==> config.mk <==
export PLATFORM = sky130hd
export DESIGN_NAME = string_escape_decoder
export DESIGN_NICKNAME = d
export VERILOG_FILES = /design/src/sv/sed_pkg.sv /design/src/sv/sed_front.sv /design/src/sv/sed_fifo.sv /design/src/sv/sed_back.sv /design/src/sv/string_escape_decoder.sv
export VERILOG_INCLUDE_DIRS = /design/src /design/src/sv
export SDC_FILE = /design/constraint.sdc
export NUM_CORES = 1
export LEC_CHECK = 0
export BUFFER_PORTS_ARGS = -buffer_cell sky130_fd_sc_hd__buf_2
export CAP_MARGIN = 25
export CORE_ASPECT_RATIO = 0.8
export CORE_MARGIN = 2
export CORE_UTILIZATION = 65
export DETAILED_ROUTE_END_ITERATION = 7
export MAX_ROUTING_LAYER = met4
export PLACE_DENSITY = 0.84
export SLEW_MARGIN = 40
export SYNTH_ARGS = -nofsm -noshare
export SYNTH_HDL_FRONTEND = slang
export SYNTH_SLANG_ARGS = --single-unit
==> constraint.sdc <==
create_clock -name clk -period 7.2 [get_ports clk]
set_clock_uncertainty 0.15 [all_clocks]
set_input_delay 0.36 -clock clk [delete_from_list [all_inputs] [get_ports clk]]
set_output_delay 0.36 -clock clk [all_outputs]
set_load 0.02 [all_outputs]
==> src/sv/string_escape_decoder_defines.svh <==
// Assertion macros shared by the string escape decoder modules.
`ifndef STRING_ESCAPE_DECODER_DEFINES_SVH
`define STRING_ESCAPE_DECODER_DEFINES_SVH

// Check cons in the same cycle as ante; clocked on clk, off during reset.
`define SED_ASSERT_IMPL(label, ante, cons, msg) \
	label: assert property (@(posedge clk) disable iff (!arst_n) (ante) |-> (cons)) \
		else $error(msg);

// Check cons in the cycle after ante.
`define SED_ASSERT_NEXT(label, ante, cons, msg) \
	label: assert property (@(posedge clk) disable iff (!arst_n) (ante) |=> (cons)) \
		else $error(msg);

`endif

==> src/sv/sed_pkg.sv <==
// Shared types and character constants for the string escape decoder.
package sed_pkg;

	// Raw characters that steer decoding
	localparam logic [7:0] CHR_BSLASH = 8'h5c;
	localparam logic [7:0] CHR_N      = 8'h6e;
	localparam logic [7:0] CHR_R      = 8'h72;
	localparam logic [7:0] CHR_T      = 8'h74;
	localparam logic [7:0] CHR_E      = 8'h65;
	localparam logic [7:0] CHR_ZERO   = 8'h30;
	localparam logic [7:0] CHR_NINE   = 8'h39;
	localparam logic [7:0] CHR_X      = 8'h78;
	localparam logic [7:0] CHR_LC_A   = 8'h61;
	localparam logic [7:0] CHR_LC_F   = 8'h66;

	// Decoded values of the named escapes
	localparam logic [7:0] VAL_NEWLINE = 8'd10;
	localparam logic [7:0] VAL_CR      = 8'd13;
	localparam logic [7:0] VAL_TAB     = 8'd9;
	localparam logic [7:0] VAL_ESC     = 8'd27;
	localparam logic [7:0] VAL_NUL     = 8'd0;

	// Offset of 'a' in hex digit value
	localparam logic [3:0] HEX_ALPHA_OFS = 4'd10;

	// One queue entry: the one or two results that an input item causes
	typedef struct packed {
		logic       two;     // a second result follows the first
		logic       valid0;  // first result carries a decoded byte
		logic [7:0] byte0;
		logic [7:0] byte1;
		logic       last;    // the item ended the literal
	} sed_entry_t;

endpackage

==> src/sv/sed_front.sv <==
// Front end: accepts raw bytes, tracks escape mode and builds queue entries.
`include "string_escape_decoder_defines.svh"

module sed_front (
	input  logic                clk,
	input  logic                arst_n,
	input  logic                push,
	input  logic [7:0]          in_byte,
	input  logic                in_last,
	input  logic                q_full,
	output logic                full,
	output logic                wr_en,
	output sed_pkg::sed_entry_t wr_ent
);

	typedef enum logic [1:0] {
		MODE_NORMAL,
		MODE_ESCAPE,
		MODE_HEX0,
		MODE_HEX1
	} mode_t;

	mode_t      mode_q, mode_d;
	logic [7:0] acc_q, acc_d;
	logic       accept;
	logic       is_num, is_alpha, is_digit;
	logic [3:0] dval;
	logic       have_a, valid_a, have_b;
	logic [7:0] byte_a, byte_b;

	assign full   = q_full;
	assign accept = push && !q_full;

	// Classify the byte as a lower-case hex digit
	always_comb begin
		is_num   = (in_byte >= sed_pkg::CHR_ZERO) && (in_byte <= sed_pkg::CHR_NINE);
		is_alpha = (in_byte >= sed_pkg::CHR_LC_A) && (in_byte <= sed_pkg::CHR_LC_F);
		is_digit = is_num || is_alpha;
		if (is_alpha) begin
			dval = 4'(in_byte - sed_pkg::CHR_LC_A) + sed_pkg::HEX_ALPHA_OFS;
		end else begin
			dval = in_byte[3:0];
		end
	end

	// Work out next mode and the results of this item
	always_comb begin
		mode_d  = mode_q;
		acc_d   = acc_q;
		have_a  = 1'b0;
		valid_a = 1'b1;
		byte_a  = 8'd0;
		have_b  = 1'b0;
		byte_b  = in_byte;
		case (mode_q)
			MODE_NORMAL: begin
				if (in_byte == sed_pkg::CHR_BSLASH) begin
					mode_d = MODE_ESCAPE;
				end else begin
					have_a = 1'b1;
					byte_a = in_byte;
				end
			end
			MODE_ESCAPE: begin
				mode_d = MODE_NORMAL;
				have_a = 1'b1;
				case (in_byte)
					sed_pkg::CHR_N:    byte_a = sed_pkg::VAL_NEWLINE;
					sed_pkg::CHR_R:    byte_a = sed_pkg::VAL_CR;
					sed_pkg::CHR_T:    byte_a = sed_pkg::VAL_TAB;
					sed_pkg::CHR_E:    byte_a = sed_pkg::VAL_ESC;
					sed_pkg::CHR_ZERO: byte_a = sed_pkg::VAL_NUL;
					sed_pkg::CHR_X: begin
						have_a = 1'b0;
						mode_d = MODE_HEX0;
						acc_d  = 8'd0;
					end
					default: byte_a = in_byte;
				endcase
			end
			MODE_HEX0, MODE_HEX1: begin
				if (is_digit && mode_q == MODE_HEX0) begin
					acc_d  = {4'd0, dval};
					mode_d = MODE_HEX1;
				end else if (is_digit) begin
					mode_d = MODE_NORMAL;
					have_a = 1'b1;
					byte_a = {acc_q[3:0], dval};
				end else begin
					// close the escape, then decode the byte as plain input
					mode_d = MODE_NORMAL;
					have_a = 1'b1;
					byte_a = acc_q;
					if (in_byte == sed_pkg::CHR_BSLASH) begin
						mode_d = MODE_ESCAPE;
					end else begin
						have_b = 1'b1;
					end
				end
			end
			default: begin
				mode_d = MODE_NORMAL;
			end
		endcase
		// Flush an open hex escape at the end, else force a marker result if there is none
		if (in_last) begin
			if (mode_d == MODE_HEX0 || mode_d == MODE_HEX1) begin
				have_a = 1'b1;
				byte_a = acc_d;
			end else if (!have_a) begin
				have_a  = 1'b1;
				valid_a = 1'b0;
				byte_a  = 8'd0;
			end
			mode_d = MODE_NORMAL;
			acc_d  = 8'd0;
		end
	end

	assign wr_en         = accept && have_a;
	assign wr_ent.two    = have_b;
	assign wr_ent.valid0 = valid_a;
	assign wr_ent.byte0  = byte_a;
	assign wr_ent.byte1  = byte_b;
	assign wr_ent.last   = in_last;

	// Hold mode and hex value; advance on each accepted item
	always_ff @(posedge clk or negedge arst_n) begin
		if (!arst_n) begin
			mode_q <= MODE_NORMAL;
			acc_q  <= 8'd0;
		end else if (accept) begin
			mode_q <= mode_d;
			acc_q  <= acc_d;
		end
	end

	`SED_ASSERT_IMPL(a_hex1_nibble, mode_q == MODE_HEX1, acc_q[7:4] == 4'd0, "hex value overflow after one digit")
	`SED_ASSERT_NEXT(a_last_resets, accept && in_last, mode_q == MODE_NORMAL && acc_q == 8'd0, "mode not cleared after last item")

endmodule

==> src/sv/sed_fifo.sv <==
// Short queue of decoded entries between front and back end.
`include "string_escape_decoder_defines.svh"

module sed_fifo #(
	parameter int DEPTH = 4
) (
	input  logic                clk,
	input  logic                arst_n,
	input  logic                wr_en,
	input  sed_pkg::sed_entry_t wr_ent,
	input  logic                rd_en,
	output sed_pkg::sed_entry_t rd_ent,
	output logic                full,
	output logic                empty
);

	localparam int PTR_W = (DEPTH > 1) ? $clog2(DEPTH) : 1;
	localparam int CNT_W = $clog2(DEPTH + 1);

	sed_pkg::sed_entry_t mem_q [DEPTH];
	logic [PTR_W-1:0]    wptr_q, rptr_q;
	logic [CNT_W-1:0]    cnt_q;

	assign full   = (cnt_q == CNT_W'(DEPTH));
	assign empty  = (cnt_q == '0);
	assign rd_ent = mem_q[rptr_q];

	// Store entries
	always_ff @(posedge clk) begin
		if (wr_en) begin
			mem_q[wptr_q] <= wr_ent;
		end
	end

	// Advance pointers and count
	always_ff @(posedge clk or negedge arst_n) begin
		if (!arst_n) begin
			wptr_q <= '0;
			rptr_q <= '0;
			cnt_q  <= '0;
		end else begin
			if (wr_en) begin
				wptr_q <= (wptr_q == PTR_W'(DEPTH - 1)) ? '0 : wptr_q + 1'b1;
			end
			if (rd_en) begin
				rptr_q <= (rptr_q == PTR_W'(DEPTH - 1)) ? '0 : rptr_q + 1'b1;
			end
			if (wr_en && !rd_en) begin
				cnt_q <= cnt_q + 1'b1;
			end else if (rd_en && !wr_en) begin
				cnt_q <= cnt_q - 1'b1;
			end
		end
	end

	`SED_ASSERT_IMPL(a_no_overflow, wr_en, !full, "write into full queue")
	`SED_ASSERT_IMPL(a_no_underflow, rd_en, !empty, "read from empty queue")

endmodule

==> src/sv/sed_back.sv <==
// Back end: takes entries from the queue and hands out one result per pop.
`include "string_escape_decoder_defines.svh"

module sed_back (
	input  logic                clk,
	input  logic                arst_n,
	input  logic                q_empty,
	input  sed_pkg::sed_entry_t rd_ent,
	output logic                rd_en,
	input  logic                pop,
	output logic                empty,
	output logic                out_valid,
	output logic [7:0]          out_byte,
	output logic                out_string_end,
	output logic                out_item_last
);

	sed_pkg::sed_entry_t ent_q;
	logic                have_q;
	logic                phase_q;
	logic                adv, more, free;

	assign adv   = have_q && pop;
	assign more  = !phase_q && ent_q.two;
	assign free  = !have_q || (adv && !more);
	assign rd_en = free && !q_empty;

	// Drive the current result from the held entry
	assign empty          = !have_q;
	assign out_valid      = phase_q ? 1'b1 : ent_q.valid0;
	assign out_byte       = phase_q ? ent_q.byte1 : ent_q.byte0;
	assign out_item_last  = phase_q || !ent_q.two;
	assign out_string_end = ent_q.last && out_item_last;

	// Hold the entry payload
	always_ff @(posedge clk) begin
		if (rd_en) begin
			ent_q <= rd_ent;
		end
	end

	// Step through the results of the held entry
	always_ff @(posedge clk or negedge arst_n) begin
		if (!arst_n) begin
			have_q  <= 1'b0;
			phase_q <= 1'b0;
		end else if (adv && more) begin
			phase_q <= 1'b1;
		end else if (free) begin
			have_q  <= !q_empty;
			phase_q <= 1'b0;
		end
	end

	`SED_ASSERT_IMPL(a_phase_two, phase_q, have_q && ent_q.two, "second result without two-result entry")
	`SED_ASSERT_NEXT(a_second_follows, adv && more, !empty && phase_q, "second result lost")

endmodule

==> src/sv/string_escape_decoder.sv <==
// Top level of the string escape decoder: front end, entry queue, back end.
//
//  channel  | handshake         | payload
//  ---------+-------------------+------------------------------------------------
//  input    | push / full       | in_byte, in_last
//  result   | empty / pop       | out_valid, out_byte, out_string_end, out_item_last
//
// One input byte can be taken every cycle while full is low; mode updates on each accepted byte.
// Results leave at one per cycle while pop is held, from the back end's held entry;
// an item with two results takes two pops, which the DEPTH-entry queue absorbs.
// A result reaches the ports when the back end loads its queue entry.
// arst_n clears mode, queue pointers and the held-entry flag; no clearing pass.
// full rises only when the queue holds DEPTH entries; a stalled pop holds the result.
module string_escape_decoder #(
	parameter int DEPTH = 4
) (
	input  logic       clk,
	input  logic       arst_n,
	input  logic       push,
	output logic       full,
	input  logic [7:0] in_byte,
	input  logic       in_last,
	output logic       empty,
	input  logic       pop,
	output logic       out_valid,
	output logic [7:0] out_byte,
	output logic       out_string_end,
	output logic       out_item_last
);

	sed_pkg::sed_entry_t wr_ent, rd_ent;
	logic                wr_en, rd_en, q_full, q_empty;

	sed_front u_front (
		.clk     (clk),
		.arst_n  (arst_n),
		.push    (push),
		.in_byte (in_byte),
		.in_last (in_last),
		.q_full  (q_full),
		.full    (full),
		.wr_en   (wr_en),
		.wr_ent  (wr_ent)
	);

	sed_fifo #(
		.DEPTH (DEPTH)
	) u_fifo (
		.clk    (clk),
		.arst_n (arst_n),
		.wr_en  (wr_en),
		.wr_ent (wr_ent),
		.rd_en  (rd_en),
		.rd_ent (rd_ent),
		.full   (q_full),
		.empty  (q_empty)
	);

	sed_back u_back (
		.clk            (clk),
		.arst_n         (arst_n),
		.q_empty        (q_empty),
		.rd_ent         (rd_ent),
		.rd_en          (rd_en),
		.pop            (pop),
		.empty          (empty),
		.out_valid      (out_valid),
		.out_byte       (out_byte),
		.out_string_end (out_string_end),
		.out_item_last  (out_item_last)
	);

endmodule
=== Yosys cells after proc, flatten, opt, wreduce, memory -nomap -nowiden ===
Memory sizes are Yosys's and may differ from the RTL's. A register that Yosys moved wholly into a read port is not among the register bits.
Index checks and enable logic that the tools add are counted.

* Bits in registers: 19
* RAM bits: 76
* Bits of input ports: 13
* Output and inout port bits: 13
* Memories kept: 1

* Add/subtract/negate cells: 6
* Order comparisons: 4
* Equal/unequal tests: 15
* Multiplexer cells: 41
* Bitwise logic cells: 1
* Reduce and logical (&&, ||, !) cells: 32

{| class="wikitable"
|+ Memories
! memory !! depth !! bits a word !! read ports !! clocked after Yosys merged registers in !! write ports !! line !! text
|-
| u_fifo.mem_q || 4 || 19 || 1 || 1 || 1 || sed_fifo.sv:20 || <nowiki>sed_pkg::sed_entry_t mem_q [DEPTH];</nowiki>
|}

{| class="wikitable"
|+ Operator list
! operator !! number
|-
| two-way mux 8 bit || 10
|-
| equality test 8 x 7 -> 1 bit, second input constant || 6
|-
| case mux 8 bit (5 select lines) || 1
|-
| case mux 8 bit (3 select lines) || 1
|-
| two-way mux 1 bit || 16
|-
| case mux 8 bit (2 select lines) || 1
|-
| two-way mux 2 bit || 7
|-
| logical AND 1 bit || 13
|-
| equality test 2 bit, second input constant || 6
|-
| equality test 8 x 6 -> 1 bit, second input constant || 1
|-
| greater-or-equal comparator 8 x 6 -> 1 bit, second input constant || 1
|-
| greater-or-equal comparator 8 x 7 -> 1 bit, second input constant || 1
|-
| <= comparator 8 x 6 -> 1 bit, second input constant || 1
|-
| <= comparator 8 x 7 -> 1 bit, second input constant || 1
|-
| zero test 1 bit || 8
|-
| two-way mux 3 bit || 2
|-
| case mux 2 bit (3 select lines) || 1
|-
| adder 2 x 1 -> 2 bit, second input constant || 2
|-
| adder 4 bit, second input constant || 1
|-
| logical OR 1 bit || 4
|-
| two-way mux 4 bit || 1
|-
| nonzero test 2 bit || 2
|-
| OR reduction 2 bit || 2
|-
| subtractor 4 x 1 -> 4 bit, second input constant || 1
|-
| 9 further kinds || 9
|}

=== Longest topological paths before layout ===
* Depth after elaboration: 12
* Depth in mapped cells: 12
* Mapped depth without buffers: 12

=== Cells and area by module ===
Synthesis repeated with hierarchy kept, for this count alone.

* Cells, all modules: 359
* Area total of the unflattened synthesis: 5393.9 um^2

{| class="wikitable"
|+ Modules (own cells, without submodules)
! module !! instances !! cells an instance !! area each (um^2)
|-
| sed_fifo || 1 || 136 || 3156.8
|-
| sed_front || 1 || 181 || 1415.1
|-
| sed_back || 1 || 42 || 822.0
|}

=== Worst setup path after synthesis ===
No wires, ideal clock.

* Kind: register -> register
* From: register u_back.phase_q
* To: register u_fifo.cnt_q[1]
* Setup time: 0.125 ns
* Arrival time: 2.879 ns
* Required time: 6.925 ns
* Slack: 4.047 ns
* Cell stages (with the launch flop): 9
* Path through: dfrtp_1 nand2b_1 nand2_1 a21oi_1 inv_1 ha_1 inv_1 fa_1 mux2_2

* Cells in the longest elaborated chain, start to end: 9
* Elaborated cells between the ends (all ways): 11
* Classes of those cells: mux: 1; reduce/logical: 10

{| class="wikitable"
|+ RTL lines
! what !! line !! text
|-
| from (decl) || sed_back.sv:20 || <nowiki>logic phase_q;</nowiki>
|-
| from (signal assigned) || sed_back.sv:46 || <nowiki>phase_q <= 1'b0;</nowiki>
|-
| from (signal assigned) || sed_back.sv:48 || <nowiki>phase_q <= 1'b1;</nowiki>
|-
| from (signal assigned) || sed_back.sv:51 || <nowiki>phase_q <= 1'b0;</nowiki>
|-
| zero test 1 bit * || sed_back.sv:24 || <nowiki>assign more = !phase_q && ent_q.two;</nowiki>
|-
| logical AND 1 bit * || sed_back.sv:24 ||
|-
| zero test 1 bit * || sed_back.sv:25 || <nowiki>assign free = !have_q || (adv && !more);</nowiki>
|-
| logical AND 1 bit * || sed_back.sv:25 ||
|-
| logical OR 1 bit * || sed_back.sv:25 ||
|-
| logical AND 1 bit * || sed_back.sv:26 || <nowiki>assign rd_en = free && !q_empty;</nowiki>
|-
| via rd_en || string_escape_decoder.sv:32 || <nowiki>logic wr_en, rd_en, q_full, q_empty;</nowiki>
|-
| zero test 1 bit || sed_fifo.sv:48 || <nowiki>if (wr_en && !rd_en) begin</nowiki>
|-
| logical AND 1 bit || sed_fifo.sv:48 ||
|-
| two-way mux 3 bit or nonzero test 2 bit (tied branches) || -- ||
|-
| to (signal assigned) || sed_fifo.sv:49 || <nowiki>cnt_q <= cnt_q + 1'b1;</nowiki>
|-
| to (signal assigned) || sed_fifo.sv:51 || <nowiki>cnt_q <= cnt_q - 1'b1;</nowiki>
|-
| to (decl) || sed_fifo.sv:22 || <nowiki>logic [CNT_W-1:0] cnt_q;</nowiki>
|}

The timed path passes the listed nets; every way through them passes the cells marked *.
A chain may end at the register's enable or synchronous reset.

=== Final worst setup path ===
* From: input port in_byte[1]
* To: register u_fifo.cnt_q[2]

* Cells in the longest elaborated chain, start to end: 11
* Elaborated cells between the ends (all ways): 21
* Classes of those cells: order compare: 4; eq/ne: 2; mux: 6; reduce/logical: 9

{| class="wikitable"
|+ RTL lines
! what !! line !! text
|-
| from (decl) || string_escape_decoder.sv:21 || <nowiki>input logic [7:0] in_byte,</nowiki>
|-
| greater-or-equal comparator 8 x 6 -> 1 bit, or another cell as far along || sed_front.sv:36 || <nowiki>is_num = (in_byte >= sed_pkg::CHR_ZERO) && (in_byte <= sed_pkg::CHR_NINE);</nowiki>
|-
| logical AND 1 bit, on equally long branches || sed_front.sv:36, sed_front.sv:37 ||
|-
| logical OR 1 bit || sed_front.sv:38 || <nowiki>is_digit = is_num || is_alpha;</nowiki>
|-
| logical AND 1 bit || sed_front.sv:82 || <nowiki>if (is_digit && mode_q == MODE_HEX0) begin</nowiki>
|-
| two-way mux 1 bit || sed_front.sv:82 ||
|-
| case mux 1 bit (3 select lines) * || sed_front.sv:55 || <nowiki>case (mode_q)</nowiki>
|-
| two-way mux 1 bit * || sed_front.sv:106 || <nowiki>if (in_last) begin</nowiki>
|-
| logical AND 1 bit * || sed_front.sv:120 || <nowiki>assign wr_en = accept && have_a;</nowiki>
|-
| via u_fifo.wr_en || sed_fifo.sv:9 || <nowiki>input logic wr_en,</nowiki>
|-
| zero test 1 bit || sed_fifo.sv:50 || <nowiki>end else if (rd_en && !wr_en) begin</nowiki>
|-
| logical AND 1 bit || sed_fifo.sv:50 ||
|-
| nonzero test 2 bit (no source line) || -- ||
|}

Marked as above.

==> results.md <==
* Port bufs at 25
* Rows at 28
* Synth warnings at 0
* Status: finished clean
* Syn Inst Count at 327
* CP Launch Type: primary input
* EDFF count, synth at 95
* Worst path slowest cell: a221oi_4
* Initial antenna violation count at 0
* GP Congestion at around 0.96
* H-tree depth at 4
* First-pass GRT wire length at 17900 microns
* Nets at 384
* I/O pins at 26
* Post-synth top flop: edfxtp_1
* Largest net degree at the start of global routing at 23
* Area grow syn2layout at 16.0%
* Total CTS buffers at 17
* Post-CTS Resized at 0
* Grt ovf at 0
* Starting Density at 68.1%
* Cell Pwr Density at approximately 410 mW/mm^2
* Crit Path Class: primary input to flop
* Max Cap Violations at 0
* Main combinational cell family by area after synthesis: multiplexers
* Total power at roughly 2400 uW
* Vias post-DR at 3196
* Routed Antenna Nets at 0
* Worst slew pin tran at 0.808 ns
* Antenna cells at 0
* Wire per inst at 24.3 microns
* Peak Freq at 320 MHz
* Share of layout cells above drive strength 1 at 28.2%
* Post-Place Cells at between 400 and 500
* Lkg Pwr at about 0.0022 uW
* Number of global-route vias before repair at 3224
* Complex-gate fraction of the synthesized area at 7.49%
* Post-synthesis async set-or-reset flop share at 16.7%
* Net count of the mapped netlist at 351
* Gr usage total at 30.0%
* Seq/Total Area, Yosys at 64.9%
* CP required at 7.48 ns
* Die Wd at 103 microns
* CP peak stage delay at 0.45 ns
* Crit Path Max Fanout at 13
* Non-Filler Instances at 478
* Final min period at 3.13 ns
* Mean area per synthesized cell at 15.7 sq um
* DRC viols at 0
* Crit end category: flop
* Critical Path AT at 3.41 ns
* Clock sink total at approximately 110
* DR vias/cell at 6.69
* Worst path cell trace: buf_2 -> inv_1 -> ha_1 -> nor3b_1 -> o22ai_1 -> a21o_4 -> a221oi_4 -> ha_1 -> inv_1 -> fa_1 -> xor2_1 -> nor2_1 -> xor2_1
* Final slew viol count at 0
* Clk pin slew, worst setup/hold paths at 0.05 ns
* Max transition margin at 45.4%
* Post-CTS setup buffers at 0
* Yosys reg bits at approximately 110
* Place WS at roughly 3.7 ns
* Die height at 83.4 microns
* Worst hold path type: primary input to flop
* Simple-gate share of the synthesized area at 9.10%
* CP Launch Point: in_byte[1]
* Hold wc startpoint: in_byte[1]
* Setup_tns at 0 ns
* Post-Synth XOR/XNOR Area at 0.854%
* Final WL at 11600 microns
* Initial drt markers at 290
* Final Setup Violations at 0
* Worst skew pair latency at slightly above 0.5 ns
* Post-Syn Area at just over 0.005 sq mm
* Multiplexer area fraction after synthesis at between 10% and 20%
* Final-report hold violation count at 0
* Core area at 0.00753 sq mm
* Final setup margin at a little over 4 ns
* CTS tree: built
* RSZ-0062 raised after global routing: false
* Reg2reg start: u_front.mode_q[1]$_DFFE_PN0P_
* Post-Synth Adder-Cell Area at between 2 and 3%
* Clk root buf: clkbuf_8
* Die area at 0.00862 sq mm
* Count of different cell masters after synthesis at between 50 and 60
* Peak supply drop at ~240 uV
* Clk buf depth at 2
* Period Utilization, post-route at 43.5%
* Pre-Repair DR Iteration Count at 5
* Dpl hpwl at between 6000 and 7000 microns
==> final timing paths <==
kind	to	slack [ns]	cells after the start
setup / recovery	u_fifo.cnt_q[2]$_DFFE_PN0P_	4.07	13
min in group asynchronous	u_back.have_q$_DFFE_PN0P_	0.19	2
hold reg to reg	u_front.acc_q[4]$_DFFE_PN0P_	0.34	1
max in group asynchronous	u_fifo.rptr_q[1]$_DFFE_PN0P_	6.36	2
setup reg to reg	u_fifo.cnt_q[1]$_DFFE_PN0P_	4.25	7
hold / removal	u_fifo.mem_q[3][2]$_DFFE_PP_	0.04	1
==> synth_stat cells (6+ instances only) <==
cell type  count  area (sq um)
edfxtp_1      95          2850
dfrtp_1       19           475
mux4_2        19           428
nor2_1        17          63.8
and2_1        14          87.6
inv_1         13          48.8
mux2_2        13           146
nand3_1       11          55.1
clkbuf_1      10          37.5
ha_1          10           125
nand2_1        9          33.8
a21oi_1        8          40.0
o21ai_0        6          30.0
==> report_power, final <==
part | internal, uW | switching [uW]
sequential | 923 | 99.6
clock | 527 | 291
combinational | 262 | 324
total | 1710 | 715
==> layer usage <==
layer  vias up  share of wire (%)  track usage, %
li1       1353                  -               -
met1      1612                 38            37.9
met2       204                 51            47.2
met3        27                8.5            9.01
met4         0                2.4            8.85
met5         -                  0               -
==> state kept, by name (all words and copies together), names as in the netlist <==
signal          cells
u_back.ent_q       19
u_back.have_q       1
u_back.phase_q      1
u_fifo.cnt_q        3
u_fifo.mem_q       76
u_fifo.rptr_q       2
u_fifo.wptr_q       2
u_front.acc_q       8
u_front.mode_q      2
==> layout by cell type (no fill, tap or decap), types with 3 or more instances in the layout <==
master | Yosys | final
a21oi_1 | 8 | 7
clkbuf_16 | 0 | 16
and2_2 | 0 | 4
nand3_1 | 11 | 11
o21ai_0 | 6 | 6
o211ai_1 | 3 | 3
nor2b_1 | 4 | 4
xnor2_1 | 3 | 3
nor3_1 | 4 | 4
nand2b_1 | 3 | 3
nand2_1 | 9 | 9
a31oi_1 | 5 | 5
a22o_1 | 4 | 4
nand4_1 | 3 | 3
nor2_1 | 17 | 17
and3_1 | 3 | 3
o2bb2ai_1 | 3 | 3
clkinv_2 | 0 | 3
edfxtp_1 | 95 | 95
clkinvlp_4 | 0 | 4
mux2_2 | 13 | 13
ha_1 | 10 | 10
buf_2 | 2 | 25
bufinv_16 | 0 | 3
mux4_2 | 19 | 19
inv_1 | 13 | 13
mux2i_1 | 4 | 4
dfrtp_1 | 19 | 18
and2_1 | 14 | 10
==> layout make-up <==
| type | instances | area (sq um) |
|---|---|---|
| inverters | 13 | 48.8 |
| clock inverters | 13 | 161 |
| fillers | 396 | 1590 |
| flip-flops and latches | 114 | 3330 |
| clock buffers | 19 | 422 |
| multi-input cells | 185 | 1690 |
| repair buffers | 29 | 160 |
| well taps | 105 | 131 |
==> what timing repair did <==
item                                    in CTS  in global routing
hold buffers                                 2                  0
endpoints found under the hold margin       20                  0
endpoints found under the setup margin       0                  0
==> worst max-delay path, delay by kind of cell <==
kind	cells	cell delay, ns
AO/OA/AOI/OAI	3	1.02
XOR/XNOR	2	0.33
adder cells (fa/ha/maj)	3	0.92
AND/OR/NAND/NOR	2	0.38
buffers and inverters	3	0.39
==> logic make-up after synthesis <==
kind of cell | count (synthesis)
AO/OA/AOI/OAI | 48
XOR/XNOR | 5
adder cells (fa/ha/maj) | 11
buffers and inverters | 28
flip-flops | 114
multiplexers | 38
AND/OR/NAND/NOR | 83
==> through the flow <==
| step | cell area, sq um | util, % | hold WS [ns] |
|---|---|---|---|
| 6_report | 5950 | 78.9 | 0.0409 |
| 5_1_grt | 5950 | 78.9 | 0.0210 |
| 4_1_cts | 5950 | 78.9 | 0.0149 |
| 3_3_place_gp | 5340 | 70.8 | 0.169 |
| 2_1_floorplan | 5130 | - | -0.0856 |
| 3_5_place_dp | 5340 | 70.9 | 0.178 |
(Power assumes the default switching activity.)
